### src/hdl/trapezoidal_energy_filter_macros.svh
// Assertion macros shared by the trapezoidal energy filter.
// Each macro expects clk_i and rst_ni to be visible where it is used.
`ifndef TRAPEZOIDAL_ENERGY_FILTER_MACROS_SVH
`define TRAPEZOIDAL_ENERGY_FILTER_MACROS_SVH

`define TEF_ASSERT_IMP(lbl, ante, cons, msg) \
  lbl: assert property (@(posedge clk_i) disable iff (!rst_ni) (ante) |-> (cons)) \
    else $error(msg);

`define TEF_ASSERT_NXT(lbl, ante, cons, msg) \
  lbl: assert property (@(posedge clk_i) disable iff (!rst_ni) (ante) |=> (cons)) \
    else $error(msg);

`endif

### src/hdl/tef_pkg.sv
`default_nettype none

package tef_pkg;

  localparam int unsigned HISTORY_DEPTH_DEF = 1024;
  localparam int unsigned SAMPLE_BITS_DEF   = 16;

  localparam int unsigned CFG_IDX_W  = 1;
  localparam int unsigned CFG_DATA_W = 8;
  localparam int unsigned LEN_W      = 8;
  localparam int unsigned DLY_W      = 10;
  localparam int unsigned SUM_W      = 24;
  localparam int unsigned PEAK_W     = 25;
  localparam int unsigned OUT_W      = 26;

  localparam logic [LEN_W-1:0]  LEN_RST  = LEN_W'(50);
  localparam logic [DLY_W-1:0]  FILL_CAP = DLY_W'(1023);
  localparam logic [PEAK_W-1:0] PEAK_MIN = {1'b1, {(PEAK_W-1){1'b0}}};

  localparam int unsigned NUM_TAPS  = 3;
  localparam int unsigned TAP_LATE  = 0;
  localparam int unsigned TAP_MID   = 1;
  localparam int unsigned TAP_EARLY = 2;

  typedef enum logic [CFG_IDX_W-1:0] {
    CFG_RISE_LEN = 1'b0,
    CFG_GAP_LEN  = 1'b1
  } cfg_idx_e;

  // Fill thresholds: late tap, middle tap, both windows full.
  typedef struct packed {
    logic [DLY_W-1:0] late;
    logic [DLY_W-1:0] mid;
    logic [DLY_W-1:0] full;
  } thr_t;

  typedef struct packed {
    logic en_late;
    logic en_mid;
    logic en_early;
    logic full;
  } gate_t;

  typedef struct packed {
    logic [SUM_W-1:0] late_sum;
    logic [SUM_W-1:0] early_sum;
    logic             full;
    logic             last;
  } s2_word_t;

endpackage

`default_nettype wire

### src/hdl/tef_cfg.sv
`default_nettype none

module tef_cfg #(
  parameter int unsigned HISTORY_DEPTH = tef_pkg::HISTORY_DEPTH_DEF,
  localparam int unsigned AW = $clog2(HISTORY_DEPTH)
) (
  input  logic                                  clk_i,
  input  logic                                  rst_ni,
  input  logic                                  cfg_we_i,
  input  logic [tef_pkg::CFG_IDX_W-1:0]         cfg_idx_i,
  input  logic [tef_pkg::CFG_DATA_W-1:0]        cfg_wdata_i,
  output tef_pkg::thr_t                         thr_o,
  output logic [tef_pkg::NUM_TAPS-1:0][AW-1:0]  tap_off_o
);
  import tef_pkg::*;

  localparam int unsigned RW = DLY_W + 6;

  typedef logic [NUM_TAPS-1:0][AW-1:0] off_t;

  function automatic logic [AW-1:0] reduce(input logic [DLY_W-1:0] dly);
    logic [RW-1:0] v;
    v = RW'(dly);
    for (int k = 3; k >= 0; k--) begin
      if (v >= RW'(HISTORY_DEPTH << k)) begin
        v = v - RW'(HISTORY_DEPTH << k);
      end
    end
    return v[AW-1:0];
  endfunction

  function automatic thr_t make_thr(input logic [LEN_W-1:0] rise,
                                    input logic [LEN_W-1:0] gap);
    thr_t t;
    t.late = DLY_W'(rise) + DLY_W'(1);
    t.mid  = DLY_W'(rise) + DLY_W'(gap);
    t.full = t.mid + DLY_W'(rise);
    return t;
  endfunction

  function automatic off_t make_off(input thr_t t);
    off_t o;
    o[TAP_LATE]  = reduce(t.late);
    o[TAP_MID]   = reduce(t.mid);
    o[TAP_EARLY] = reduce(t.full + DLY_W'(1));
    return o;
  endfunction

  logic [LEN_W-1:0] rise_q, rise_d;
  logic [LEN_W-1:0] gap_q, gap_d;
  thr_t             thr_q, thr_d;
  off_t             off_q, off_d;

  always_comb begin
    rise_d = rise_q;
    gap_d  = gap_q;
    if (cfg_we_i) begin
      unique case (cfg_idx_e'(cfg_idx_i))
        CFG_RISE_LEN: rise_d = cfg_wdata_i[LEN_W-1:0];
        CFG_GAP_LEN:  gap_d  = cfg_wdata_i[LEN_W-1:0];
        default: ;
      endcase
    end
    thr_d = make_thr(rise_d, gap_d);
    off_d = make_off(thr_d);
  end

  always_ff @(posedge clk_i or negedge rst_ni) begin
    if (!rst_ni) begin
      rise_q <= LEN_RST;
      gap_q  <= LEN_RST;
      thr_q  <= make_thr(LEN_RST, LEN_RST);
      off_q  <= make_off(make_thr(LEN_RST, LEN_RST));
    end else begin
      rise_q <= rise_d;
      gap_q  <= gap_d;
      thr_q  <= thr_d;
      off_q  <= off_d;
    end
  end

  assign thr_o     = thr_q;
  assign tap_off_o = off_q;

endmodule

`default_nettype wire

### config.mk
export PLATFORM = sky130hd
export DESIGN_NAME = tef_cfg
export DESIGN_NICKNAME = d
export VERILOG_FILES = /design/src/hdl/trapezoidal_energy_filter_macros.svh /design/src/hdl/tef_pkg.sv /design/src/hdl/tef_cfg.sv
export SDC_FILE = /design/constraint.sdc
export NUM_CORES = 1
export LEC_CHECK = 0
export BUFFER_PORTS_ARGS = -buffer_cell sky130_fd_sc_hd__buf_2
export CELL_PAD_IN_SITES_DETAIL_PLACEMENT = 0
export CELL_PAD_IN_SITES_GLOBAL_PLACEMENT = 2
export CORE_MARGIN = 2
export CORE_UTILIZATION = 37
export DETAILED_ROUTE_END_ITERATION = 10
export HOLD_SLACK_MARGIN = 0.06
export PLACE_DENSITY_LB_ADDON = 0.1
export SKIP_CTS_REPAIR_TIMING = 1
export SLEW_MARGIN = 25
export SYNTH_ARGS = -nofsm -noshare
export SYNTH_HDL_FRONTEND = slang
export SYNTH_SLANG_ARGS = --single-unit
### constraint.sdc
create_clock -name clk_i -period 6.7 [get_ports clk_i]
set_input_delay 0.67 -clock clk_i [delete_from_list [all_inputs] [get_ports clk_i]]
set_output_delay 0.67 -clock clk_i [all_outputs]
set_load 0.05 [all_outputs]
* Word level (Yosys, flattened, before mapping)
Index checks and enable logic that the tools add are counted.
Widths: inputs -> output; s select.
** Cells by class
- Add/subtract/negate cells :: 4
- Muxes and demuxes :: 4
** Operator list (number)
- $mux 8 :: 4
- $add 10x1->10 const B :: 1
- $add 9x8->10 :: 1
- $add 8x1->9 const B :: 1
- $add 8x8->9 :: 1
** Word-level totals
- Output and inout bits :: 60
- Input port bits :: 12
- Bits in registers :: 54

* Depth between registers and ports, before layout
Gate-level depths: netlist of the first run.
- Word-level depth :: 5
- Gate-level depth with buffers :: 18
- Gate-level depth less buffers :: 17

* Worst setup path before layout of the first run
OpenSTA, ideal clock, no wires.
- Path kind :: in2reg
- Start point :: input port cfg_idx_i
- End point :: register off_q (netlist bit tap_off_o[29])
- Stages :: 18
- Buffers on the path :: 1
- Arrival :: 3.752 ns
- Data required time :: 6.624 ns
- Setup slack :: 2.872 ns
- Cell sequence :: nand2b_1 -> buf_6 -> mux2i_1 -> inv_1 -> ha_1 -> a21o_1 -> a21oi_1 -> o21bai_1 -> a21oi_1 -> o21ai_0 -> xor2_1 -> ha_1 -> inv_1 -> o21bai_1 -> o31ai_2 -> xnor2_1 -> o211ai_1 -> o21ai_1
** RTL lines
- start, declared :: line tef_cfg.sv:10 : input logic [tef_pkg::CFG_IDX_W-1:0] cfg_idx_i,
- end signal, assigned :: line tef_cfg.sv:73 : off_q <= make_off(make_thr(LEN_RST, LEN_RST));
- end, declared :: line tef_cfg.sv:52 : off_t off_q, off_d;

==> results of run 1 <==
==> worst reg2reg max path, cell delays in order, from the launching register on <==
cell and delay [ns]:
sky130_fd_sc_hd__dfstp_2 0.37, sky130_fd_sc_hd__mux2i_1 0.36, sky130_fd_sc_hd__inv_1 0.24, sky130_fd_sc_hd__ha_1 0.34, sky130_fd_sc_hd__a21o_1 0.18, sky130_fd_sc_hd__a21oi_1 0.22, sky130_fd_sc_hd__o21bai_1 0.10, sky130_fd_sc_hd__a21oi_1 0.26
sky130_fd_sc_hd__o21ai_0 0.15, sky130_fd_sc_hd__xor2_1 0.17, sky130_fd_sc_hd__ha_1 0.31, sky130_fd_sc_hd__inv_1 0.12, sky130_fd_sc_hd__o21bai_1 0.21, sky130_fd_sc_hd__o31ai_2 0.10, sky130_fd_sc_hd__xnor2_1 0.28, sky130_fd_sc_hd__o211ai_1 0.14
sky130_fd_sc_hd__o21ai_1 0.09
==> per-stage QoR <==
stage	hold slack (ns)	worst slack [ns]	instances	util, %
floorplan	0.374	2.87	230	-
global placement	0.486	1.98	374	42.2
detailed placement	0.493	1.96	374	42.2
CTS	0.505	2.26	382	43.5
global route	0.534	2.01	382	43.5
finish	0.489	2.31	382	43.5
==> cells by family (layout without fill, tap and decap cells) <==
kind of cell / after synthesis / after routing / share of synthesized area, %
multiplexers: 16 / 16 / 6.71
buffers and inverters: 40 / 93 / 8.70
AO/OA/AOI/OAI: 29 / 29 / 7.48
XOR/XNOR: 24 / 24 / 9.24
other: 1 / 4 / 0.136
adder cells (fa/ha/maj): 20 / 20 / 9.61
AND/OR/NAND/NOR: 43 / 43 / 8.20
flip-flops: 54 / 54 / 49.9
==> routing by layer <==
layer | GRT usage, % | wire length, µm | vias up | share of wire, %
met5 | 0 | 0 | - | 0
met4 | 3.85 | 47 | 0 | 1.0
met3 | 3.01 | 212 | 5 | 4.5
met2 | 19.2 | 2130 | 46 | 46
met1 | 17.0 | 2290 | 754 | 49
li1 | - | - | 836 | -
==> cell type report <==
type | count | share of cell area (%)
Inverter | 17 | 2.02
Clock inverter | 1 | 0.159
Timing Repair Buffer | 68 | 10.9
Multi-Input combinational cell | 136 | 36.6
Sequential cell | 54 | 43.7
Tap cell | 99 | 3.93
Clock buffer | 7 | 2.74
==> flip-flops by register name, summed over array words and instances, names as in the netlist <==
signal     flops
thr_o         10
tap_off_o     28
gap_q          8
rise_q         8
==> path summary, 6_finish.rpt <==
kind,cells after the start,slack [ns],to,from
max,18,2.31,tap_off_o[29],cfg_idx_i
min,2,0.49,gap_q[0],rst_ni
max reg2reg,16,2.98,tap_off_o[29],rise_q[1]
min reg2reg,1,0.51,gap_q[7],gap_q[7]
max in group asynchronous,2,5.79,tap_off_o[10],rst_ni
min in group clk_i,1,0.51,gap_q[7],gap_q[7]
==> cells in the final DEF (no fill, tap or decap), types with 3 or more instances in the layout <==
master,synthesis,layout
sky130_fd_sc_hd__buf_2,0,67
sky130_fd_sc_hd__dfrtp_1,32,32
sky130_fd_sc_hd__dfstp_2,22,22
sky130_fd_sc_hd__ha_1,18,18
sky130_fd_sc_hd__inv_1,17,17
sky130_fd_sc_hd__nor2_1,15,15
sky130_fd_sc_hd__xnor2_1,14,14
sky130_fd_sc_hd__nand2_1,11,11
sky130_fd_sc_hd__mux2_2,10,10
sky130_fd_sc_hd__xor2_1,7,7
sky130_fd_sc_hd__a21oi_1,6,6
sky130_fd_sc_hd__clkbuf_8,0,6
sky130_fd_sc_hd__mux2i_1,5,5
sky130_fd_sc_hd__o21ai_0,4,4
sky130_fd_sc_hd__conb_1,1,4
sky130_fd_sc_hd__o21ai_1,3,3
sky130_fd_sc_hd__o21a_1,3,3
sky130_fd_sc_hd__o31ai_2,3,3
sky130_fd_sc_hd__nand3_1,3,3
==> parameters.txt, run 1 <==
Parameter                              Value

Status
  Outcome ... complete, no violations

Cells and area
  Relative area change from synthesis to final layout ... 14.2%
  Area used by sequential logic in the layout ... 1380 µm²
  Total of fill cells in the finished design ... 733
  Total area of multi-input combinational cells ... 1150 µm²
  Antenna cells ... 0
  Proportion of layout cells with a drive suffix above 1 ... 43.8%
  Final nets ... 314
  Fin area ... 3150 µm²

Worst setup path
  CP required ... slightly below 7 ns
  Slowest stage cell on the critical path ... sky130_fd_sc_hd__mux2i_1
  CP delay by family, top ... compound AO/OA/AOI/OAI gates
  Crit path launch type ... primary input
  Crit-path max cell delay ... between 0.4 and 0.5 ns
  Biggest fanout along the worst timing path ... 10
  Sum of buffers and inverters on the critical path ... 3
  Ordered list of cells on the worst path ... buf_2 -> nand2b_1 -> mux2i_1 -> inv_1 -> ha_1 -> a21o_1 -> a21oi_1 -> o21bai_1 -> a21oi_1 -> o21ai_0 -> xor2_1 -> ha_1 -> inv_1 -> o21bai_1 -> o31ai_2 -> xnor2_1 -> o211ai_1 -> o21ai_1
  Sort of element at the end of the critical path ... flop
  Arrival time worst endpoint ... 4.62 ns
  Worst Path Class, Setup ... primary input to flop

Die
  Die outline height ... 90.4 µm
  Die ar. ... 8170 µm²
  Initial core utilization ... 38.1%
  Num ports ... 72
  Area of the core ... 7250 µm²
  Width of the die ... 90.4 µm
  Row cnt ... 31

Routing
  Antenna-violating nets left ... 0
  Vias per cell ... between 4 and 5
  First-pass iteration count of the detailed router ... 3
  Wirelength per Cell ... 12.2 µm
  Wire length after detailed routing ... 4670 µm
  Initial detailed-routing violation count ... 23
  DRC violation count after routing ... 0
  Number of vias in the routed layout ... about 1,600

Clock network
  Clock buffers created by TritonCTS ... 5
  Number of H-tree levels ... 2
  Clock-pin slew of the registers on the worst-case setup and hold paths ... 0.09 ns
  CTS tree ... yes
  Sink count of the clock tree ... 54
  Root cell of the clock tree ... sky130_fd_sc_hd__clkbuf_8
  Buffers from clock root to sink, at most ... 2
  Latest clock arrival within the worst-skew pair ... approximately 0.30 ns

Timing
  Minimum clock period after layout ... 4.39 ns
  Worst Tran Pin Value ... 0.652 ns
  Unrepaired setup endpoints after global routing ... false
  Final worst-path cycle share ... about two thirds
  Final number of max-transition violations ... 0
  Maximum frequency from static timing analysis ... 0.228 GHz
  Worst clock skew ... 0.0103 ns
  Total Negative Setup Slacks ... 0 ns
  Worst slew margin relative to its limit ... 56.5%
  Final hold violation count ... 0
  Final setup vio count ... 0

GRT
  Vias in the first global route ... 1,642
  Overall Global Routing Usage ... 12.3%
  Global-route congestion overflow total ... 0
  Pin count of the biggest net entering global routing ... 55
  Global-route wire length before repair ... 8040 µm
  Number of antenna violations at the first check in global routing ... 0

Synth
  Mapped Cells ... 227
  Area share of the largest cell type after synthesis ... 29.0%
  Post-synthesis cell type count ... 44
  Post-synthesis cell area ... roughly 2800 µm²
  Library cell with the highest instance count after synthesis ... sky130_fd_sc_hd__dfrtp_1
  Commonest cells in the netlist ... sky130_fd_sc_hd__dfrtp_1, sky130_fd_sc_hd__buf_4, sky130_fd_sc_hd__dfstp_2, sky130_fd_sc_hd__ha_1, sky130_fd_sc_hd__inv_1
  Most instantiated flip-flop cell in the synthesis netlist ... sky130_fd_sc_hd__dfrtp_1
  Avg Inst Size Synth ... about 12 µm²
  Yosys top cell by area ... sky130_fd_sc_hd__dfrtp_1
  EDFF count, synth ... 0
  Portion of the post-synthesis area used by sequential elements ... 49.9%
  Main area contributors after synthesis ... sky130_fd_sc_hd__dfrtp_1, sky130_fd_sc_hd__dfstp_2, sky130_fd_sc_hd__ha_1
  Flops & latches, synth ... 54
  Fraction of registers with async set or reset after synthesis ... between 90% and 100%
  Warning count from the yosys run ... 0

Placement
  Weighted congestion reported at the end of routability-driven placement ... around 0.69
  Post-detail-place hpwl ... roughly 3600 µm
  Number of port buffers ... 67
  Placed Instance Area ... 3060 µm²

Worst hold path
  Hold Crit Class ... primary input to async pin

Job
  # Max-Cap Violations ... 0
Power of run 1 is not shown: default switching activity piles up to over one toggle a cycle in this logic, so the estimate is an artifact.
==> run 2: changes to the inputs <==
Settings changed: CORE_UTILIZATION 37 to 34.
Clock period 6.7 ns to 4.55 ns, I/O delays scaled along.
==> run 2 against run 1 <==
First-iteration DRC count up 96%. Cell area hardly changed. Non-clock buffer count is 1 higher. Register-to-register slack lost 2.2 ns. Sequential cell count did not move. Largest cell class unchanged.
==> parameters.txt, run 2 (synthesis gave the netlist of run 1 again) <==
Parameter                              Value

Status
  Outcome ... complete, no violations (unchanged)

Timing
  Worst-case hold slack ... 0.275 ns (was 0.489 ns)
  Worst slew margin relative to its limit ... 56.0% (was 56.5%)
  Worst Tran Pin Value ... 0.660 ns (was 0.652 ns)
  Final number of max-transition violations ... 0 (unchanged)
  Setup ws final ... 0.656 ns (was 2.31 ns)
  Unrepaired setup endpoints after global routing ... false (unchanged)
  Final hold violation count ... 0 (unchanged)
  Worst clock skew ... 0.00582 ns (was 0.0103 ns)
  Final worst-path cycle share ... between 80% and 90%
  Maximum frequency from static timing analysis ... 0.257 GHz
  Total Negative Setup Slacks ... 0 ns (unchanged)
  Final setup vio count ... 0 (unchanged)
  Minimum clock period after layout ... 3.89 ns

GRT
  Overall Global Routing Usage ... 12.6% (was 12.3%)
  Number of antenna violations at the first check in global routing ... 0 (unchanged)
  Pin count of the biggest net entering global routing ... 55 (unchanged)
  Global-route wire length before repair ... 8500 µm (was 8040 µm)
  Vias in the first global route ... 1,684 (was 1,642)
  Global-route congestion overflow total ... 0 (unchanged)

Cells and area
  Total of fill cells in the finished design ... 803 (was 733)
  Flip-flop count of the largest register after layout ... 28 (unchanged)
  Most frequent cells in the layout ... sky130_fd_sc_hd__buf_2, sky130_fd_sc_hd__dfrtp_1, sky130_fd_sc_hd__dfstp_2 (unchanged)
  Proportion of layout cells with a drive suffix above 1 ... 44.0% (was 43.8%)
  Final nets ... 315 (was 314)
  Relative area change from synthesis to final layout ... 14.3% (was 14.2%)
  Leading cell type in the layout, fill and taps excluded ... sky130_fd_sc_hd__buf_2 (unchanged)
  Fin area ... 3160 µm² (was 3150 µm²)
  Antenna cells ... 0 (unchanged)

Clock network
  Number of H-tree levels ... 2 (unchanged)
  Buffers from clock root to sink, at most ... 2 (unchanged)
  Clock-pin slew of the registers on the worst-case setup and hold paths ... 0.09 ns (about the same)
  Root cell of the clock tree ... sky130_fd_sc_hd__clkbuf_8 (unchanged)
  CTS tree ... yes (unchanged)
  Sink count of the clock tree ... 54 (unchanged)
  Latest clock arrival within the worst-skew pair ... 0.30 ns (about the same)
  Clock buffers created by TritonCTS ... 5 (unchanged)

Routing
  Met2 Routed Length ... 2310 µm (was 2130 µm)
  DRC violation count after routing ... 0 (unchanged)
  Wirelength per Cell ... 13.4 µm (was 12.2 µm)
  Antenna-violating nets left ... 0 (unchanged)
  Vias per cell ... 4.30 (about the same)
  Number of vias in the routed layout ... 1,658 (was 1,641)
  First-pass iteration count of the detailed router ... 4 (was 3)
  Wire length after detailed routing ... 5170 µm (was 4670 µm)
  Highest signal layer in the routed design ... met4 (unchanged)
  Initial detailed-routing violation count ... 45 (was 23)
  Met1 layer wirelength in the final routing ... 2570 µm (was 2290 µm)
  Detailed route wirelength on metal3 ... 232 µm (was 212 µm)

Worst setup path
  Biggest fanout along the worst timing path ... 5 (was 10)
  Worst Path Class, Setup ... primary input to flop (unchanged)
  Sort of element at the end of the critical path ... flop (unchanged)
  CP required ... 4.78 ns (was 6.93 ns)
  Arrival time worst endpoint ... 4.12 ns (was 4.62 ns)
  Crit path launch type ... primary input (unchanged)
  Internal reg-to-reg setup slack ... 0.83 ns (was 2.98 ns)

Die
  Row cnt ... 32 (was 31)
  Width of the die ... 94.1 µm (was 90.4 µm)
  Initial core utilization ... 35.4% (was 38.1%)
  Die ar. ... 8860 µm² (was 8170 µm²)
  Area of the core ... 7810 µm² (was 7250 µm²)
  Num ports ... 72 (unchanged)
  Die outline height ... 94.1 µm (was 90.4 µm)

Placement
  Placed Instance Area ... 3070 µm² (was 3060 µm²)
  Pre-CTS setup slack ... 0.262 ns (was 1.96 ns)
  Number of port buffers ... 67 (unchanged)
  Weighted congestion reported at the end of routability-driven placement ... 0.732 (was 0.685)
  Post-detail-place hpwl ... 4090 µm (was 3640 µm)

Job
  # Max-Cap Violations ... 0 (unchanged)

Worst hold path
  Hold Crit Class ... primary input to async pin (unchanged)
## run 2: cell types whose count changed in the layout (fill, tap and decap cells not counted), sizes merged
cell and delta:
buf +1, clkbuf -1, clkinv +1
## run 2: final cells by class
class / instances / area [µm²] / area share, %
sequential: 54 / 1380 / 43.7
multi-input combinational: 136 / 1150 / 36.5
timing repair buffer: 69 / 350 / 11.1
tap: 102 / 128 / 4.04
clock buffer: 6 / 72.6 / 2.30
inverter: 17 / 63.8 / 2.02
clock inverter: 2 / 10.0 / 0.317
## run 2: routing by layer
layer	GRT usage (%)	vias to the layer above
met5	0	-
met4	3.99	0
met3	2.49	6
met2	19.0	43
met1	18.3	769
li1	-	840
## run 2: worst max-delay path, stage by stage
cell and delay (ns):
sky130_fd_sc_hd__buf_2 0.08, sky130_fd_sc_hd__nand2b_1 0.22, sky130_fd_sc_hd__mux2i_1 0.49, sky130_fd_sc_hd__inv_1 0.25, sky130_fd_sc_hd__ha_1 0.34, sky130_fd_sc_hd__a21o_1 0.17, sky130_fd_sc_hd__a21oi_1 0.22, sky130_fd_sc_hd__o21bai_1 0.10
sky130_fd_sc_hd__a21oi_1 0.24, sky130_fd_sc_hd__o21ai_0 0.15, sky130_fd_sc_hd__xor2_1 0.17, sky130_fd_sc_hd__ha_1 0.30, sky130_fd_sc_hd__inv_1 0.11, sky130_fd_sc_hd__o21bai_1 0.20, sky130_fd_sc_hd__o31ai_2 0.10, sky130_fd_sc_hd__xnor2_1 0.27
sky130_fd_sc_hd__o211ai_1 0.14, sky130_fd_sc_hd__o21ai_1 0.10
## run 2: final timing paths
path | startpoint | to | depth (start not counted)
setup / recovery | cfg_idx_i | tap_off_o[29] | 18
max in group asynchronous | rst_ni | rise_q[7] | 2
min in group clk_i | cfg_wdata_i[0] | tap_off_o[0] | 2
hold reg to reg | gap_q[7] | gap_q[7] | 1
setup reg to reg | rise_q[1] | tap_off_o[29] | 16
hold / removal | rst_ni | tap_off_o[23] | 2
## run 2: through the flow
stage,util [%],cells
final,40.4,386
after global routing,40.4,386
after CTS,40.4,386
after detailed placement,39.4,378
after global placement,39.4,378
after floorplan,-,230
Power of run 2 is left out for the same reason.
==> run 3: changes to the inputs <==
Settings changed: RECOVER_POWER from default to 25.
==> run 3 against run 2 <==
The flow now finishes with violations (max-capacitance violations, max-slew violations). Cell count stayed put. Cell area is 0.12% lower. Count of clock-buffer cells in the layout unchanged. Setup slack is the same. Via count hardly changed. Register-to-register slack about the same. Maximum frequency unchanged. Sequential share of layout area rose by 0.052 points. Largest cell class unchanged. Highest routed layer unchanged.
==> parameters.txt, run 3 (synthesis gave the netlist of run 1 again) <==
Parameter                              Value

Status
  Outcome ... finished with violations (was complete, no violations)
  Failing checks ... max-capacitance violations, max-slew violations

Worst setup path
  CP required ... 4.78 ns (about the same)
  Internal reg-to-reg setup slack ... 0.83 ns (about the same)
  Biggest fanout along the worst timing path ... 5 (unchanged)
  Critical path origin ... cfg_idx_i (unchanged)
  Worst Path Class, Setup ... primary input to flop (unchanged)
  Reg-to-reg critical path endpoint ... tap_off_o[29] (unchanged)
  Arrival time worst endpoint ... 4.12 ns (about the same)
  Source of the worst register-to-register timing path ... rise_q[1] (unchanged)
  Capturing element of the worst setup path ... tap_off_o[29] (unchanged)
  Slowest stage cell on the critical path ... sky130_fd_sc_hd__mux2i_1 (unchanged)
  Ordered list of cells on the worst path ... buf_2 -> nand2b_1 -> mux2i_1 -> inv_1 -> ha_1 -> a21o_1 -> a21oi_1 -> o21bai_1 -> a21oi_1 -> o21ai_0 -> xor2_1 -> ha_1 -> inv_1 -> o21bai_1 -> o31ai_2 -> xnor2_1 -> o211ai_1 -> o21ai_1 (unchanged)
  Sort of element at the end of the critical path ... flop (unchanged)
  R2R cell count ... 16 (unchanged)
  Crit-path max cell delay ... 0.49 ns (about the same)
  Crit path launch type ... primary input (unchanged)

Die
  Die outline height ... 94.1 µm (unchanged)
  Initial core utilization ... 35.4% (unchanged)
  Die ar. ... 8860 µm² (unchanged)
  Row cnt ... 32 (unchanged)
  Width of the die ... 94.1 µm (unchanged)
  Area of the core ... 7810 µm² (unchanged)
  Num ports ... 72 (unchanged)

Cells and area
  Antenna cells ... 0 (unchanged)
  Final nets ... 315 (unchanged)
  Flip-flop count of the largest register after layout ... 28 (unchanged)
  Most frequent cells in the layout ... sky130_fd_sc_hd__buf_2, sky130_fd_sc_hd__dfrtp_1, sky130_fd_sc_hd__dfstp_2 (unchanged)
  Proportion of layout cells with a drive suffix above 1 ... 43.7% (was 44.0%)
  Leading cell type in the layout, fill and taps excluded ... sky130_fd_sc_hd__buf_2 (unchanged)
  Relative area change from synthesis to final layout ... 14.2% (was 14.3%)

Timing
  Final number of max-transition violations ... 55 (was 0)
  Worst-case hold slack ... 0.394 ns (was 0.275 ns)
  Worst slew margin relative to its limit ... -85.7% (was 56.0%)
  Final setup vio count ... 0 (unchanged)
  Minimum clock period after layout ... 3.89 ns (unchanged)
  Total Negative Setup Slacks ... 0 ns (unchanged)
  Maximum frequency from static timing analysis ... 0.257 GHz (unchanged)
  Worst Tran Pin Value ... 2.79 ns (was 0.660 ns)
  Final hold violation count ... 0 (unchanged)
  Worst clock skew ... 0.00582 ns (unchanged)
  Setup ws final ... 0.656 ns (unchanged)
  Unrepaired setup endpoints after global routing ... false (unchanged)
  Final worst-path cycle share ... 85.6% (unchanged)

Worst hold path
  Hold Crit Class ... primary input to flop (was primary input to async pin)

Routing
  Antenna-violating nets left ... 0 (unchanged)
  Number of vias in the routed layout ... 1,657 (was 1,658)
  First-pass iteration count of the detailed router ... 4 (unchanged)
  Wire length after detailed routing ... 5170 µm (unchanged)
  Vias per cell ... 4.29 (was 4.30)
  Wirelength per Cell ... 13.4 µm (unchanged)
  Initial detailed-routing violation count ... 45 (unchanged)
  DRC violation count after routing ... 0 (unchanged)

GRT
  Number of antenna violations at the first check in global routing ... 0 (unchanged)
  Pin count of the biggest net entering global routing ... 55 (unchanged)
  Overall Global Routing Usage ... 12.6% (unchanged)
  Global-route congestion overflow total ... 0 (unchanged)
  Vias in the first global route ... 1,684 (unchanged)
  Global-route wire length before repair ... 8500 µm (unchanged)

Clock network
  Clock buffers created by TritonCTS ... 5 (unchanged)
  Sink count of the clock tree ... 54 (unchanged)
  Buffers from clock root to sink, at most ... 2 (unchanged)
  Number of H-tree levels ... 2 (unchanged)
  Root cell of the clock tree ... sky130_fd_sc_hd__clkbuf_8 (unchanged)
  Latest clock arrival within the worst-skew pair ... 0.30 ns (about the same)
  CTS tree ... yes (unchanged)
  Clock-pin slew of the registers on the worst-case setup and hold paths ... 0.09 ns (about the same)

Placement
  Post-detail-place hpwl ... 4090 µm (unchanged)
  Pre-CTS setup slack ... 0.262 ns (unchanged)
  Number of port buffers ... 67 (unchanged)
  Weighted congestion reported at the end of routability-driven placement ... 0.732 (unchanged)

Job
  # Max-Cap Violations ... 1 (was 0)
## run 3: per-stage QoR
step	utilization (%)	cells	cell area [µm²]
2_1_floorplan	-	230	2770
3_3_place_gp	39.4	378	3070
3_5_place_dp	39.4	378	3070
4_1_cts	40.4	386	3160
5_1_grt	40.4	386	3150
6_report	40.4	386	3150
## run 3: how the worst min path moves through the flow
stage	end	slack, ns	startpoint	cells after the start
after floorplan	gap_q[0]	0.16	rst_ni	0
final	tap_off_o[0]	0.39	cfg_wdata_i[0]	2
after global placement	gap_q[7]	0.49	gap_q[7]	1
after detailed placement	gap_q[7]	0.49	gap_q[7]	1
after global routing	tap_off_o[0]	0.39	cfg_wdata_i[0]	2
after CTS	thr_o[6]	0.29	rst_ni	2
## run 3: per-layer routing
layer	track usage, %	vias to the layer above	share of wire [%]
met5	0	-	0
met4	3.99	0	1.2
met3	2.49	6	4.5
met2	19.0	43	45
met1	18.3	768	50
li1	-	840	-
## run 3: final cells by class
type                    instances  area [µm²]
fillers                       803        4650
well taps                     102         128
flip-flops and latches         54        1380
inverters                      17        63.8
clock buffers                   6        72.6
multi-input cells             136        1150
repair buffers                 69         347
clock inverters                 2        10.0
## run 3: critical path: cells and delay by family
family          cells  cell delay (ns)
xor+xnor            2             0.44
simple gates        1             0.22
compound gates      9             1.42
fa+ha+maj           2             0.64
mux                 1             0.49
buf+inv             3             0.44
Power of run 3 is left out for the same reason.
