`src/hdl/trapezoidal_energy_filter_macros.svh`:
```
// Assertion macros shared by the trapezoidal energy filter.
// Each macro expects clk_i and rst_ni to be visible where it is used.
`ifndef TRAPEZOIDAL_ENERGY_FILTER_MACROS_SVH
`define TRAPEZOIDAL_ENERGY_FILTER_MACROS_SVH

`define TEF_ASSERT_IMP(lbl, ante, cons, msg) \
  lbl: assert property (@(posedge clk_i) disable iff (!rst_ni) (ante) |-> (cons)) \
    else $error(msg);

`define TEF_ASSERT_NXT(lbl, ante, cons, msg) \
  lbl: assert property (@(posedge clk_i) disable iff (!rst_ni) (ante) |=> (cons)) \
    else $error(msg);

`endif

```
`src/hdl/tef_pkg.sv`:
```
`default_nettype none

package tef_pkg;

  localparam int unsigned HISTORY_DEPTH_DEF = 1024;
  localparam int unsigned SAMPLE_BITS_DEF   = 16;

  localparam int unsigned CFG_IDX_W  = 1;
  localparam int unsigned CFG_DATA_W = 8;
  localparam int unsigned LEN_W      = 8;
  localparam int unsigned DLY_W      = 10;
  localparam int unsigned SUM_W      = 24;
  localparam int unsigned PEAK_W     = 25;
  localparam int unsigned OUT_W      = 26;

  localparam logic [LEN_W-1:0]  LEN_RST  = LEN_W'(50);
  localparam logic [DLY_W-1:0]  FILL_CAP = DLY_W'(1023);
  localparam logic [PEAK_W-1:0] PEAK_MIN = {1'b1, {(PEAK_W-1){1'b0}}};

  localparam int unsigned NUM_TAPS  = 3;
  localparam int unsigned TAP_LATE  = 0;
  localparam int unsigned TAP_MID   = 1;
  localparam int unsigned TAP_EARLY = 2;

  typedef enum logic [CFG_IDX_W-1:0] {
    CFG_RISE_LEN = 1'b0,
    CFG_GAP_LEN  = 1'b1
  } cfg_idx_e;

  // Fill thresholds: late tap, middle tap, both windows full.
  typedef struct packed {
    logic [DLY_W-1:0] late;
    logic [DLY_W-1:0] mid;
    logic [DLY_W-1:0] full;
  } thr_t;

  typedef struct packed {
    logic en_late;
    logic en_mid;
    logic en_early;
    logic full;
  } gate_t;

  typedef struct packed {
    logic [SUM_W-1:0] late_sum;
    logic [SUM_W-1:0] early_sum;
    logic             full;
    logic             last;
  } s2_word_t;

endpackage

`default_nettype wire

```
`src/hdl/tef_peak.sv`:
```
`default_nettype none

module tef_peak (
  input  logic                                clk_i,
  input  logic                                rst_ni,
  input  logic                                s2_valid_i,
  input  tef_pkg::s2_word_t                   s2_word_i,
  output logic                                s2_take_o,
  output logic                                out_valid_o,
  input  logic                                out_stall_i,
  output logic signed [tef_pkg::OUT_W-1:0]    filter_value_o,
  output logic                                value_valid_o,
  output logic signed [tef_pkg::OUT_W-1:0]    peak_value_o,
  output logic                                peak_found_o,
  output logic                                is_last_o
);
  import tef_pkg::*;

  logic signed [PEAK_W-1:0] diff;
  logic signed [PEAK_W-1:0] peak_q, peak_nx;
  logic                     seen_q, seen_nx;
  logic                     emit, out_free, s2_adv;
  logic                     out_valid_q, out_valid_d;

  logic signed [OUT_W-1:0]  filter_q, peak_out_q;
  logic                     vv_q, found_q, last_q;

  always_comb begin
    diff = PEAK_W'($signed(s2_word_i.late_sum)) - PEAK_W'($signed(s2_word_i.early_sum));
    peak_nx = peak_q;
    if (s2_word_i.full && (!seen_q || (diff > peak_q))) begin
      peak_nx = diff;
    end
    seen_nx     = seen_q | s2_word_i.full;
    emit        = s2_word_i.full | s2_word_i.last;
    out_free    = !out_valid_q || !out_stall_i;
    s2_adv      = s2_valid_i && (!emit || out_free);
    out_valid_d = (out_valid_q && out_stall_i) || (s2_adv && emit);
  end

  assign s2_take_o = !s2_valid_i || s2_adv;

  always_ff @(posedge clk_i or negedge rst_ni) begin
    if (!rst_ni) begin
      out_valid_q <= 1'b0;
      peak_q      <= PEAK_MIN;
      seen_q      <= 1'b0;
    end else begin
      out_valid_q <= out_valid_d;
      if (s2_adv) begin
        if (s2_word_i.last) begin
          peak_q <= PEAK_MIN;
          seen_q <= 1'b0;
        end else begin
          peak_q <= peak_nx;
          seen_q <= seen_nx;
        end
      end
    end
  end

  always_ff @(posedge clk_i) begin
    if (s2_adv && emit) begin
      filter_q   <= s2_word_i.full ? OUT_W'(diff) : '0;
      vv_q       <= s2_word_i.full;
      peak_out_q <= seen_nx ? OUT_W'(peak_nx) : '0;
      found_q    <= seen_nx;
      last_q     <= s2_word_i.last;
    end
  end

  assign out_valid_o    = out_valid_q;
  assign filter_value_o = filter_q;
  assign value_valid_o  = vv_q;
  assign peak_value_o   = peak_out_q;
  assign peak_found_o   = found_q;
  assign is_last_o      = last_q;

endmodule

`default_nettype wire
```
`config.mk`:
```
export PLATFORM = sky130hd
export DESIGN_NAME = tef_peak
export DESIGN_NICKNAME = d
export VERILOG_FILES = /design/src/hdl/trapezoidal_energy_filter_macros.svh /design/src/hdl/tef_pkg.sv /design/src/hdl/tef_peak.sv
export SDC_FILE = /design/constraint.sdc
export NUM_CORES = 1
export LEC_CHECK = 0
export ABC_AREA = 0
export ABC_CLOCK_PERIOD_IN_PS = 4970
export BUFFER_PORTS_ARGS = -buffer_cell sky130_fd_sc_hd__buf_4
export CAP_MARGIN = 20
export CORE_ASPECT_RATIO = 1.4
export CORE_UTILIZATION = 45
export CTS_BUF_LIST = sky130_fd_sc_hd__clkbuf_8
export DETAILED_ROUTE_END_ITERATION = 12
export PLACE_DENSITY_LB_ADDON = 0.05
export REMOVE_ABC_BUFFERS = 1
export SLEW_MARGIN = 20
export SYNTH_ARGS = -nofsm -noshare
export SYNTH_HDL_FRONTEND = slang
export SYNTH_SLANG_ARGS = --single-unit
```
`constraint.sdc`:
```
create_clock -name clk_i -period 4.97 [get_ports clk_i]
set_input_delay 0.7455 -clock clk_i [delete_from_list [all_inputs] [get_ports clk_i]]
set_output_delay 0.7455 -clock clk_i [all_outputs]
set_load 0.02 [all_outputs]
```
Yosys cells after proc, flatten, opt, wreduce, memory -nomap -nowiden
Cells that the tools add are included.
{"block": "word_totals", "reg_bits": 80, "out_inout_bits": 57, "word_cells": 29}
{"block": "op_classes", "addsub": 1, "magnitude_cmp": 1, "n_mux": 3, "bitwise_logic": 2, "reduce_logical": 14}
{"operator": "25-bit 2-to-1 mux", "count": 2}
{"operator": "25-bit > comparator", "count": 1}
{"operator": "24-bit by 24-bit subtractor with 25-bit output", "count": 1}
{"operator": "1-bit zero test", "count": 5}
{"operator": "1-bit logical OR", "count": 5}
{"operator": "1-bit logical AND", "count": 4}
{"operator": "1-bit bitwise OR", "count": 2}
{"operator": "1-bit 2-to-1 mux", "count": 1}

Depth between registers and ports, before layout
Gate-level depths: netlist of run 1.
{"block": "depth", "depth_word": 6, "mapped_depth": 21, "ltp_nobuf": 19}

Worst setup path after synthesis of run 1
OpenSTA, ideal clock, no wires.
{"block": "synth_path", "kind": "input to register", "start": "in s2_word_i[26] (netlist name)", "end": "reg peak_out_q[22], in the netlist peak_value_o[22] (data pin)", "arrival_time_ns": 4.843, "path_slack_ns": -0.133, "path_stages": 19, "path_buffers": 1, "cell_sequence": "inv_1 > ha_1 > inv_1 > fa_1 > a21o_1 > a311oi_2 > nor4b_2 > o31ai_2 > a211oi_1 > or3_1 > and2_2 > ha_1 > nand4_1 > nor4_1 > o31ai_1 > a21oi_1 > buf_2 > mux2_2 > a211o_2"}
{"block": "synth_via", "elab_chain_cells": 5}
{"item": "start, declared", "line": "tef_peak.sv:7", "text": "input tef_pkg::s2_word_t s2_word_i,"}
{"item": "24-bit by 24-bit subtractor with 25-bit output *", "line": "tef_peak.sv:29", "text": "diff = PEAK_W'($signed(s2_word_i.late_sum)) - PEAK_W'($signed(s2_word_i.early_sum));"}
{"item": "named net diff[22]", "line": "tef_peak.sv:19", "text": "logic signed [PEAK_W-1:0] diff;"}
{"item": "25-bit > comparator", "line": "tef_peak.sv:31", "text": "if (s2_word_i.full && (!seen_q || (diff > peak_q))) begin"}
{"item": "1-bit logical OR", "line": "tef_peak.sv:31"}
{"item": "1-bit logical AND", "line": "tef_peak.sv:31"}
{"item": "25-bit 2-to-1 mux *", "line": "tef_peak.sv:31"}
{"item": "end signal, assigned", "line": "tef_peak.sv:66", "text": "peak_out_q <= seen_nx ? OUT_W'(peak_nx) : '0;"}
{"item": "end, declared", "line": "tef_peak.sv:25", "text": "logic signed [OUT_W-1:0] filter_q, peak_out_q;"}
Mark *: on every way through the listed nets, which the timed path passes. The rest lies on a longest branch.
A chain may end at the register's enable or synchronous reset.

Final worst setup path of run 1
Same ends and word-level chain as after synthesis.

==> metrics.log, run 1 <==
[metrics] Port Buf Inserts: between 100 and 150
[metrics] Final Non-Filler Cells: 854
[metrics] classification of the worst-slack hold path: in -> async
[metrics] Critical Path Start Type: primary input
[metrics] Clock Latency Late Sink: 0.36 ns
[metrics] Final Cycle Share: 0.971
[metrics] ant diodes: 0
[metrics] number of clock sinks: 80
[metrics] number of placed cells counting well taps: ~830
[metrics] reg2reg start: peak_q[4]
[metrics] R2R Setup Slk: 2.42 ns
[metrics] I/O pin cnt: 111
[metrics] final setup margin: ~0.15 ns
[metrics] half-perimeter wire length after detailed placement: 10.4 mm
[metrics] routability-driven placement congestion ratio: approximately 0.89
[metrics] Root Buffer Master: clkbuf_8
[metrics] count of routing violations after the opening detailed-route iteration: 203
[metrics] area enclosed by the die boundary: around 0.012 mm^2
[metrics] data required time of the worst path: 5.09 ns
[metrics] Post-Place Worst Slack: -0.503 ns
[metrics] # setup viols final: 0
[metrics] hold_ws: 0.293 ns
[metrics] power density over the cells: 303 mW/mm^2
[metrics] hold violation count in the final report: 0
[metrics] RR Endpoint: peak_value_o[23]
[metrics] portion of the post-synthesis area used by sequential elements: 0.423
[metrics] worst r2r path cells: 11
[metrics] M1 wire length: 5.82 mm
[metrics] Antenna Nets Post-Route: 0
[metrics] leakage: 3.21 nW
[metrics] switching part of the total: 0.339
[metrics] number of rows in the core area: 46
[metrics] Int Power: 0.00140 W
[metrics] kind of capture point of the worst setup path: flip-flop
[metrics] type of the worst setup path: in -> reg
[metrics] Synth async-reset ratio: 0.338
[metrics] routed len/inst: 16.0 um
[metrics] leading cell type in the layout, fill and taps excluded: buf_4
[metrics] remaining max-slew budget at the tightest pin: 0.447
[metrics] Die Span Y: roughly 130 um
[metrics] number of enable flip-flop cells after synthesis: 53
[metrics] TritonCTS clock tree: done
[metrics] buffer depth of the longest clock path: 2
[metrics] placeable core region: 0.0115 mm^2
[metrics] DIE WIDTH: 94.2 um
[metrics] total power: about 0.0021 W
[metrics] worst clock skew: 0.00617 ns
[metrics] Final Max Tran Viols: 0
[metrics] Synthesis Warnings: 0
[metrics] initial antenna violation count: 0
[metrics] slew of the pin with the lowest slew margin: 0.821 ns
[metrics] outcome: completed
[metrics] post-synth top area share: 0.297
[metrics] via count of the first global-routing pass: 4387
[metrics] pin count of the biggest net entering global routing: 36
[metrics] uppermost metal layer occupied by signal nets: met4
[metrics] proportion of layout cells with a drive suffix above 1: 0.292
[metrics] Syn Std Cell Area: around 0.0054 mm^2
[metrics] top_reg_cell synth: edfxtp_1
[metrics] Pre-Repair DR Iteration Count: 7
[metrics] clock network fraction of design power: 0.227
[metrics] number of remaining DRC errors: 0
[metrics] largest fanout on the critical path: 4
[metrics] Overall Global Routing Usage: 0.225
[metrics] flip-flop and latch count after synthesis: 80
[metrics] most frequent cells in the layout: buf_4 (162), inv_1 (62), edfxtp_1 (53)
[metrics] met3 routed wirelength: 377 um
[metrics] worst-case vdd ir drop: 0.112 mV
[metrics] count of maximum capacitance violations: 0
[metrics] total grt overflow: 0
[metrics] routed wire length on met2: 7.17 mm
[metrics] highest attainable clock frequency: approximately 0.21 GHz
[metrics] maximum level of the CTS H-tree: 3
[metrics] Synth-to-Final Area Change: 30.4%
[metrics] total number of vias: 4708
[metrics] Post-Route Setup TNS: 0 ns
[metrics] final worst path period need: 4.82 ns
[metrics] sequential group share of total power: 0.397
[metrics] number of distinct library cells after synthesis: 61
[metrics] count of mapped cells out of synthesis: 553
[metrics] layout net count: 809
[metrics] Worst-path clk slew: 0.08 ns
[metrics] initial standard-cell utilization of the core: 0.468
[metrics] clock buffer count from CTS: 9
[metrics] hold-fix buffers at CTS: 0
[metrics] number of vias per cell: 5.51
[metrics] reported net switching power: a little over 0.0007 W
[metrics] data arrival time of the critical path: 4.95 ns
[metrics] routed wire length: between 10 and 15 mm
[metrics] combinational group share of total power: 0.377
[metrics] cell taking the most area after synthesis: edfxtp_1
[metrics] biggest area contributors in the synthesized netlist: edfxtp_1 (30%), dfrtp_1 (12%), ha_1 (11%), inv_1 (4.4%), a21oi_1 (4.2%)
[metrics] wire length of the first global-routing pass: 21.3 mm
[metrics] Post-Synthesis Mean Instance Area: 9.69 um^2
[metrics] number of filler cells placed in the layout: 1023
## area by class of cell
| cell class | count | area (um^2) | area share |
|---|---|---|---|
| Inverter | 63 | 236 | 0.0339 |
| Sequential cell | 80 | 2270 | 0.325 |
| Timing Repair Buffer | 165 | 1250 | 0.179 |
| Multi-Input combinational cell | 386 | 2850 | 0.409 |
| Clock inverter | 6 | 57.6 | 0.00824 |
| Clock buffer | 10 | 138 | 0.0197 |
| Tap cell | 144 | 180 | 0.0258 |
## registers in the layout (all words and copies together), names as in the netlist
name,count
value_valid_o,1
seen_q,1
is_last_o,1
peak_value_o,25
peak_found_o,1
filter_value_o,25
peak_q,25
out_valid_o,1
## cell usage after synthesis, types with 3 or more instances
library cell / instances
or3_1: 3
ha_1: 49
a21o_1: 11
a22o_1: 21
a31oi_1: 4
nor3_1: 12
nand4_1: 10
xnor2_1: 13
nand2_1: 36
dfrtp_1: 26
nor2_1: 35
clkbuf_1: 18
and3_1: 5
and2_1: 22
inv_1: 63
edfxtp_1: 53
o21a_1: 3
or4_1: 3
nand2b_1: 7
o21ai_0: 17
nand3_1: 15
mux2i_1: 11
buf_2: 4
a21oi_1: 45
o211ai_1: 7
a211oi_1: 5
o21bai_1: 5
o31ai_1: 4
nor2b_1: 4
## power groups by stage
stage,sequential (W),clock (W),combinational (W)
3_5_place_dp,0.000854,0,0.000768
2_1_floorplan,0.000902,0,0.000423
6_report,0.000840,0.000480,0.000798
5_1_grt,0.000848,0.000508,0.000884
4_1_cts,0.000840,0.000488,0.000774
3_3_place_gp,0.000852,0,0.000754
## worst max-delay path, cell delays in order
cell	delay, ns
buf_4	0.11
inv_1	0.05
ha_2	0.18
inv_2	0.04
fa_2	0.37
a21o_1	0.24
a311oi_2	0.31
nor4b_2	0.10
o31ai_2	0.37
a211oi_2	0.14
or3_4	0.35
and2_4	0.17
ha_4	0.26
nand4_1	0.22
nor4_4	0.33
o31ai_2	0.14
a21oi_2	0.23
mux2_4	0.32
a211o_2	0.26
## logic make-up (layout without fill, tap and decap cells)
group | count (synthesis) | in the layout | synth area share
AO/OA/AOI/OAI | 150 | 150 | 0.198
flip-flops | 80 | 80 | 0.424
AND/OR/NAND/NOR | 159 | 159 | 0.150
buffers and inverters | 87 | 244 | 0.0633
XOR/XNOR | 15 | 15 | 0.0245
adder cells (fa/ha/maj) | 50 | 50 | 0.118
multiplexers | 12 | 12 | 0.0227
## how the worst max path moves through the flow
stage | to | from | slack, ns | depth (start not counted)
2_1_floorplan | peak_q[22] | s2_word_i[26] | -1.57 | 18
3_3_place_gp | peak_q[12] | s2_word_i[26] | -0.32 | 21
3_5_place_dp | peak_q[14] | s2_word_i[26] | -0.50 | 21
4_1_cts | peak_value_o[23] | s2_word_i[26] | 0.02 | 21
5_1_grt | peak_value_o[23] | s2_word_i[26] | -0.06 | 23
6_report | peak_value_o[22] | s2_word_i[26] | 0.15 | 19
## metrics by stage
| step | area (um^2) | util |
|---|---|---|
| after floorplan | 5250 | - |
| after global placement | 6650 | 0.580 |
| after detailed placement | 6650 | 0.580 |
| after CTS | 6850 | 0.598 |
| after global routing | 6980 | 0.610 |
| final | 6980 | 0.610 |
## layer usage
metal / vias to the layer above / track usage
li1: 2309 / -
met1: 2276 / 0.278
met2: 106 / 0.402
met3: 17 / 0.0161
met4: 0 / 0.0968
met5: - / 0
## what timing repair did
item,CTS,global route
endpoints found under the hold margin,0,0
setup endpoints to repair,39,50
pin swaps,2,13
setup buffers,0,6
gates resized for setup,4,19
(Power assumes the default switching activity.)
==> run 2: changes to the inputs <==
--- a/config.mk
+++ b/config.mk
@@ -8,12 +8,11 @@
 export ABC_AREA = 0
 export ABC_CLOCK_PERIOD_IN_PS = 4970
 export BUFFER_PORTS_ARGS = -buffer_cell sky130_fd_sc_hd__buf_4
-export CAP_MARGIN = 20
 export CORE_ASPECT_RATIO = 1.4
 export CORE_UTILIZATION = 45
-export CTS_BUF_LIST = sky130_fd_sc_hd__clkbuf_8
+export CTS_BUF_LIST = sky130_fd_sc_hd__clkbuf_16
 export DETAILED_ROUTE_END_ITERATION = 12
-export PLACE_DENSITY_LB_ADDON = 0.05
+export PLACE_DENSITY = 0.71
 export REMOVE_ABC_BUFFERS = 1
 export SLEW_MARGIN = 20
 export SYNTH_ARGS = -nofsm -noshare
==> run 2 against run 1 <==
Wire length rose by 1.6%. Clock skew rose by 0.0022 ns. Largest cell class unchanged. Maximum frequency rose by 0.23%. Power rose by 8.3%. Critical endpoint unchanged. Die area did not move. Clock power rose by 34%.
==> metrics.log, run 2 (synthesized netlist as in run 1, its figures left out) <==
[metrics] Die Span Y: 131 um (unchanged)
[metrics] placeable core region: 0.0115 mm^2 (unchanged)
[metrics] remaining max-slew budget at the tightest pin: 0.478 (+0.0313)
[metrics] highest attainable clock frequency: 0.208 GHz (+0.23%)
[metrics] final core utilization: 0.612 (+0.00218)
[metrics] Port Buf Inserts: 110 (unchanged)
[metrics] final worst path period need: 4.81 ns (-0.0111 ns)
[metrics] number of vias per cell: 5.67 (+2.9%)
[metrics] layout net count: 798 (-1.4%)
[metrics] initial standard-cell utilization of the core: 0.468 (unchanged)
[metrics] Final Non-Filler Cells: 843 (-1.3%)
[metrics] Worst-path clk slew: 0.06 ns (-0.02 ns)
[metrics] hold violation count in the final report: 0 (unchanged)
[metrics] pin count of the biggest net entering global routing: 30 (-17%)
[metrics] maximum level of the CTS H-tree: 3 (unchanged)
[metrics] Final Cycle Share: 0.969 (-0.00224)
[metrics] slew of the pin with the lowest slew margin: 0.774 ns (-0.0464 ns)
[metrics] number of clock sinks: 80 (unchanged)
[metrics] TritonCTS clock tree: done
[metrics] category of cells accounting for the largest share of critical-path delay: compound AO/OA/AOI/OAI gates
[metrics] initial antenna violation count: 0 (unchanged)
[metrics] largest fanout on the critical path: 3 (-1)
[metrics] data required time of the worst path: 5.06 ns (-0.03 ns)
[metrics] Synth-to-Final Area Change: 30.8%
[metrics] type of the worst setup path: in -> reg
[metrics] number of buffers and inverters on the critical path: 3 (unchanged)
[metrics] half-perimeter wire length after detailed placement: 10.5 mm (+1.1%)
[metrics] most frequent cells in the layout: buf_4 (151), inv_1 (64), edfxtp_1 (53)
[metrics] worst clock skew: 0.00837 ns (+0.00220 ns)
[metrics] routed wire length on met2: 7.40 mm (+3.2%)
[metrics] routed wire length: 13.9 mm (+1.6%)
[metrics] classification of the worst-slack hold path: in -> async
[metrics] leakage: 3.21 nW (-0.17%)
[metrics] cell chain of the critical path: buf_4 -> ha_2 -> inv_1 -> fa_2 -> a21o_1 -> a311oi_4 -> buf_4 -> or4_2 -> a21oi_2 -> o21ai_0 -> and2_1 -> ha_1 -> o2111ai_1 -> a211o_1 -> a21oi_2 -> a21oi_2 -> mux2_4 -> a211o_2
[metrics] met3 routed wirelength: 697 um (+85%)
[metrics] clock buffer count from CTS: 9 (unchanged)
[metrics] FF/Latch Area: 0.00227 mm^2 (unchanged)
[metrics] RR Endpoint: peak_value_o[22]
[metrics] data arrival time of the critical path: 4.90 ns (-0.05 ns)
[metrics] total number of vias: 4780 (+1.5%)
[metrics] # setup viols final: 0 (unchanged)
[metrics] R2R Setup Slk: 2.33 ns (-0.09 ns)
[metrics] hold_ws: 0.321 ns (+0.0274 ns)
[metrics] M1 wire length: 5.44 mm (-6.6%)
[metrics] Critical Path Start Type: primary input
[metrics] worst-case vdd ir drop: 0.143 mV (+28%)
[metrics] via count of the first global-routing pass: 4576 (+4.3%)
[metrics] leading cell type in the layout, fill and taps excluded: buf_4
[metrics] Antenna Nets Post-Route: 0 (unchanged)
[metrics] Final Max Tran Viols: 0 (unchanged)
[metrics] Pre-Repair DR Iteration Count: 5 (-2)
[metrics] uppermost metal layer occupied by signal nets: met4
[metrics] number of filler cells placed in the layout: 983 (-3.9%)
[metrics] number of rows in the core area: 46 (unchanged)
[metrics] routed len/inst: 16.5 um (+2.9%)
[metrics] reg2reg start: peak_q[10]
[metrics] proportion of layout cells with a drive suffix above 1: 0.278 (-0.0140)
[metrics] number of remaining DRC errors: 0 (unchanged)
[metrics] count of maximum capacitance violations: 0 (unchanged)
[metrics] critical path's largest stage delay: 0.69 ns (+0.32 ns)
[metrics] buffer depth of the longest clock path: 2 (unchanged)
[metrics] total grt overflow: 0 (unchanged)
[metrics] number of placed cells counting well taps: 823 (-1.2%)
[metrics] outcome: completed
[metrics] ant diodes: 0 (unchanged)
[metrics] wire length of the first global-routing pass: 21.5 mm (+0.62%)
[metrics] area used by multi-input combinational logic: 0.00286 mm^2 (+0.18%)
[metrics] count of routing violations after the opening detailed-route iteration: 285 (+40%)
[metrics] I/O pin cnt: 111 (unchanged)
[metrics] area enclosed by the die boundary: 0.0123 mm^2 (unchanged)
[metrics] Root Buffer Master: clkbuf_16
[metrics] Overall Global Routing Usage: 0.227 (+0.00136)
[metrics] power density over the cells: 327 mW/mm^2 (+7.9%)
[metrics] worst r2r path cells: 8 (-3)
[metrics] Clock Latency Late Sink: 0.34 ns (-0.02 ns)
[metrics] slowest library cell on the worst path: or4_2
[metrics] kind of capture point of the worst setup path: flip-flop
[metrics] most frequent cell on the critical path: a21oi_2
[metrics] routability-driven placement congestion ratio: 0.880 (-0.65%)
[metrics] DIE WIDTH: 94.2 um (unchanged)
[run 2: cell types whose count changed in the layout (fill, tap and decap cells not counted), sizes merged]
cell | before | now
clkinvlp | 1 | 0
buf | 165 | 154
clkinv | 3 | 5
clkbuf | 10 | 9
[run 2: worst max-delay path by stage]
stage | startpoint | endpoint | depth (start not counted)
final | s2_word_i[2] | peak_value_o[22] | 18
after global routing | s2_word_i[26] | peak_value_o[22] | 19
after CTS | s2_word_i[26] | peak_value_o[22] | 20
after detailed placement | s2_word_i[26] | peak_value_o[22] | 19
after global placement | s2_word_i[26] | peak_value_o[22] | 20
after floorplan | s2_word_i[26] | peak_q[22] | 18
[run 2: worst register-to-register path: cells and delay by family (launching register included)]
kind                       cells  cell delay (ns)
buffers and inverters          1             0.08
DFF                            1             0.39
and+or+nand+nor                2             0.58
muxes                          1             0.32
adders and majority gates      1             0.31
AOI/OAI and AO/OA              3             0.71
[run 2: repair_timing]
item / CTS / global route
gates resized for setup: 3 / 22
setup endpoints to repair: 31 / 50
pin swaps: 1 / 10
gates cloned: 0 / 1
setup buffers: 0 / 4
hold buffers: 0 / 0
[run 2: routing by layer]
metal  track usage  vias to the layer above
met4        0.0968                        0
met2         0.418                      187
met3        0.0300                       30
met5             0                        -
li1              -                     2289
met1         0.260                     2274
[run 2: per-stage QoR]
stage	worst slack (ns)	area [um^2]	power, W	TNS (ns)
floorplan	-1.57	5250	0.00132	-56.40
global placement	-0.184	6580	0.00160	-5.87
detailed placement	-0.393	6580	0.00162	-15.43
CTS	0.0221	6880	0.00227	0
global route	-0.0276	7010	0.00241	-0.0437
finish	0.156	7010	0.00229	0
[run 2: area by class of cell]
class | instances | share of cell area
clock buffers | 9 | 0.0321
clock inverters | 7 | 0.00911
inverters | 63 | 0.0337
multi-input cells | 386 | 0.408
flip-flops and latches | 80 | 0.324
well taps | 144 | 0.0257
repair buffers | 154 | 0.168
[run 2: power by group]
| part | internal [W] | switching [W] |
|---|---|---|
| Sequential | 0.000804 | 0.0000395 |
| Clock | 0.000384 | 0.000259 |
| Combinational | 0.000354 | 0.000452 |
==> run 3: changes to the inputs <==
--- a/config.mk
+++ b/config.mk
@@ -8,11 +8,13 @@
 export ABC_AREA = 0
 export ABC_CLOCK_PERIOD_IN_PS = 4970
 export BUFFER_PORTS_ARGS = -buffer_cell sky130_fd_sc_hd__buf_4
+export CELL_PAD_IN_SITES_DETAIL_PLACEMENT = 1
+export CELL_PAD_IN_SITES_GLOBAL_PLACEMENT = 1
 export CORE_ASPECT_RATIO = 1.4
 export CORE_UTILIZATION = 45
 export CTS_BUF_LIST = sky130_fd_sc_hd__clkbuf_16
 export DETAILED_ROUTE_END_ITERATION = 12
-export PLACE_DENSITY = 0.71
+export PLACE_DENSITY = 0.88
 export REMOVE_ABC_BUFFERS = 1
 export SLEW_MARGIN = 20
 export SYNTH_ARGS = -nofsm -noshare
==> run 3 against run 2 <==
The run now ends with negative setup slack left. Combinational power is 14% higher. Worst setup slack worse by 0.20 ns. Cell area is 2.6% higher. Power is 8.8% higher. Flip-flop and latch count stayed put. Cell count is 0.95% higher. Non-clock buffer count is 8 higher. Core utilization is 1.6 points higher. Wire length is 43% higher. Sequential share of layout area is 0.81 points lower. Via count is 11% higher. Clock power is 12% higher.
==> metrics.log, run 3 (synthesized netlist as in run 1, its figures left out) <==
[metrics] routed wire length on met2: 10.4 mm (+40%)
[metrics] most frequent cells in the layout: buf_4 (156), inv_1 (61), edfxtp_1 (53)
[metrics] final core utilization: 0.628 (+0.0157)
[metrics] data arrival time of the critical path: 5.29 ns (+0.39 ns)
[metrics] hold violation count in the final report: 0 (unchanged)
[metrics] placeable core region: 0.0115 mm^2 (unchanged)
[metrics] cell chain of the critical path: buf_6 -> inv_4 -> ha_4 -> inv_4 -> fa_2 -> a21o_1 -> a311oi_4 -> nor4b_4 -> o31ai_4 -> a211oi_2 -> or3_4 -> and2_4 -> ha_4 -> nand4_1 -> buf_6 -> nor4_4 -> o31ai_2 -> buf_4 -> a21o_2 -> nor2_1 -> buf_6 -> a22o_1
[metrics] count of maximum capacitance violations: 0 (unchanged)
[metrics] # setup viols final: 14 (+14)
[metrics] Critical Path Start Type: primary input
[metrics] power density over the cells: 347 mW/mm^2 (+6.1%)
[metrics] highest attainable clock frequency: 0.199 GHz (-4.0%)
[metrics] Clock Latency Late Sink: 0.35 ns (about the same)
[metrics] DIE WIDTH: 94.2 um (unchanged)
[metrics] via count of the first global-routing pass: 5547 (+21%)
[metrics] most frequent cell on the critical path: buf_6
[metrics] number of remaining DRC errors: 0 (unchanged)
[metrics] post-route cell area: 0.00719 mm^2 (+2.6%)
[metrics] number of rows in the core area: 46 (unchanged)
[metrics] area enclosed by the die boundary: 0.0123 mm^2 (unchanged)
[metrics] count of routing violations after the opening detailed-route iteration: 327 (+15%)
[metrics] M1 wire length: 7.18 mm (+32%)
[metrics] category of cells accounting for the largest share of critical-path delay: compound AO/OA/AOI/OAI gates
[metrics] initial standard-cell utilization of the core: 0.468 (unchanged)
[metrics] leading cell type in the layout, fill and taps excluded: buf_4
[metrics] remaining max-slew budget at the tightest pin: 0.368 (-0.110)
[metrics] hold_ws: 0.328 ns (+0.00767 ns)
[metrics] data required time of the worst path: 5.25 ns (+0.19 ns)
[metrics] area used by multi-input combinational logic: 0.00294 mm^2 (+2.8%)
[metrics] combinational group share of total power: 0.369 (+0.017)
[metrics] final setup margin: -0.0426 ns (-0.199 ns)
[metrics] Overall Global Routing Usage: 0.318 (+0.0913)
[metrics] worst clock skew: 0.00811 ns (-0.000255 ns)
[metrics] setup repair after global routing missed its margin: true
[metrics] FF/Latch Area: 0.00227 mm^2 (unchanged)
[metrics] number of vias per cell: 6.23 (+9.9%)
[metrics] kind of capture point of the worst setup path: flip-flop
[metrics] Worst-path clk slew: 0.06 ns (about the same)
[metrics] sequential group share of total power: 0.342 (-0.026)
[metrics] reported net switching power: 0.000881 W (+17%)
[metrics] Die Span Y: 131 um (unchanged)
[metrics] Post-Route Setup TNS: -0.245 ns (-0.245 ns)
[metrics] Synth-to-Final Area Change: 34.2%
[metrics] slew of the pin with the lowest slew margin: 0.946 ns (+0.172 ns)
[metrics] violated checks: negative setup slack
[metrics] clock network fraction of design power: 0.289 (+0.008)
[metrics] met3 routed wirelength: 1.03 mm (+47%)
[metrics] maximum level of the CTS H-tree: 3 (unchanged)
[metrics] routed wire length: 19.9 mm (+43%)
[metrics] Final Max Tran Viols: 0 (unchanged)
[metrics] classification of the worst-slack hold path: in -> async
[metrics] critical path's largest stage delay: 0.39 ns (-0.30 ns)
[metrics] Pre-Repair DR Iteration Count: 5 (unchanged)
[metrics] Port Buf Inserts: 110 (unchanged)
[metrics] Int Power: 0.00161 W (+4.6%)
[metrics] ant diodes: 0 (unchanged)
[metrics] wire length of the first global-routing pass: 29.0 mm (+35%)
[metrics] routed len/inst: 23.4 um (+42%)
[metrics] Root Buffer Master: clkbuf_16
[metrics] Antenna Nets Post-Route: 0 (unchanged)
[metrics] outcome: complete, but fails checks
[metrics] pin count of the biggest net entering global routing: 34 (+13%)
[metrics] hold-fix buffers at CTS: 0 (unchanged)
[metrics] dpl cell area: 0.00661 mm^2 (+0.46%)
[metrics] switching part of the total: 0.353 (+0.0257)
[metrics] total number of vias: 5304 (+11%)
[metrics] total grt overflow: 0 (unchanged)
[metrics] I/O pin cnt: 111 (unchanged)
[metrics] buffer depth of the longest clock path: 2 (unchanged)
[metrics] TritonCTS clock tree: done
[metrics] initial antenna violation count: 0 (unchanged)
[metrics] half-perimeter wire length after detailed placement: 12.8 mm (+22%)
[metrics] clock buffer count from CTS: 9 (unchanged)
[metrics] Final Cycle Share: 1.01 (+0.0400)
[metrics] R2R Setup Slk: 2.04 ns (-0.29 ns)
[metrics] type of the worst setup path: in -> reg
[metrics] number of filler cells placed in the layout: 1295 (+32%)
[metrics] worst-case vdd ir drop: 0.174 mV (+22%)
[metrics] slowest library cell on the worst path: a311oi_4
[metrics] final worst path period need: 5.01 ns (+0.199 ns)
[metrics] number of buffers and inverters on the critical path: 6 (+3)
[metrics] layout net count: 806 (+1.0%)
[metrics] largest fanout on the critical path: 16 (+13)
[metrics] routability-driven placement congestion ratio: 0.869 (-1.3%)
[metrics] number of clock sinks: 80 (unchanged)
[metrics] uppermost metal layer occupied by signal nets: met4
[metrics] leakage: 3.28 nW (+2.4%)
[metrics] proportion of layout cells with a drive suffix above 1: 0.303 (+0.0251)
==> run 3: cell types whose count changed in the layout (fill, tap and decap cells not counted), sizes merged <==
cell,previous run,this run
inv,64,63
clkinv,5,3
buf,154,162
bufinv,1,2
clkinvlp,0,2
==> run 3: path summary, 6_finish.rpt <==
path,startpoint,depth (start not counted),end
setup / recovery,s2_word_i[26],22,peak_q[3]
hold / removal,rst_ni,1,peak_q[6]
setup reg to reg,peak_q[16],10,peak_q[3]
hold reg to reg,peak_q[20],1,peak_q[20]
max in group asynchronous,rst_ni,1,peak_q[24]
min in group clk_i,peak_q[20],1,peak_q[20]
==> run 3: metal layers <==
layer,global-route usage,vias up
met5,0,-
met1,0.345,2627
met3,0.0519,103
li1,-,2307
met2,0.576,267
met4,0.189,0
==> run 3: repair_timing <==
item,CTS,global route
gates resized for setup,9,36
hold endpoints to repair,0,0
pin swaps,3,15
endpoints found under the setup margin,50,49
setup buffers,1,7
==> run 3: power groups by stage <==
stage	registers [W]	logic, W	clock network, W
global placement	0.000853	0.000742	0
finish	0.000853	0.000921	0.000721
floorplan	0.000902	0.000423	0
detailed placement	0.000858	0.000797	0
global route	0.000857	0.000981	0.000748
CTS	0.000851	0.000844	0.000715
==> run 3: stage by stage <==
stage,setup slack [ns],total power (W),cells
after global placement,-0.310,0.00159,827
after global routing,-0.196,0.00259,851
after floorplan,-1.57,0.00132,529
after CTS,0.0343,0.00241,844
final,-0.0426,0.00250,851
after detailed placement,-0.507,0.00165,827
==> run 3: layout make-up <==
type                            count  area share
Clock buffer                        9      0.0313
Clock inverter                      7      0.0120
Inverter                           63      0.0336
Multi-Input combinational cell    386       0.409
Sequential cell                    80       0.316
Tap cell                          144      0.0251
Timing Repair Buffer              162       0.174
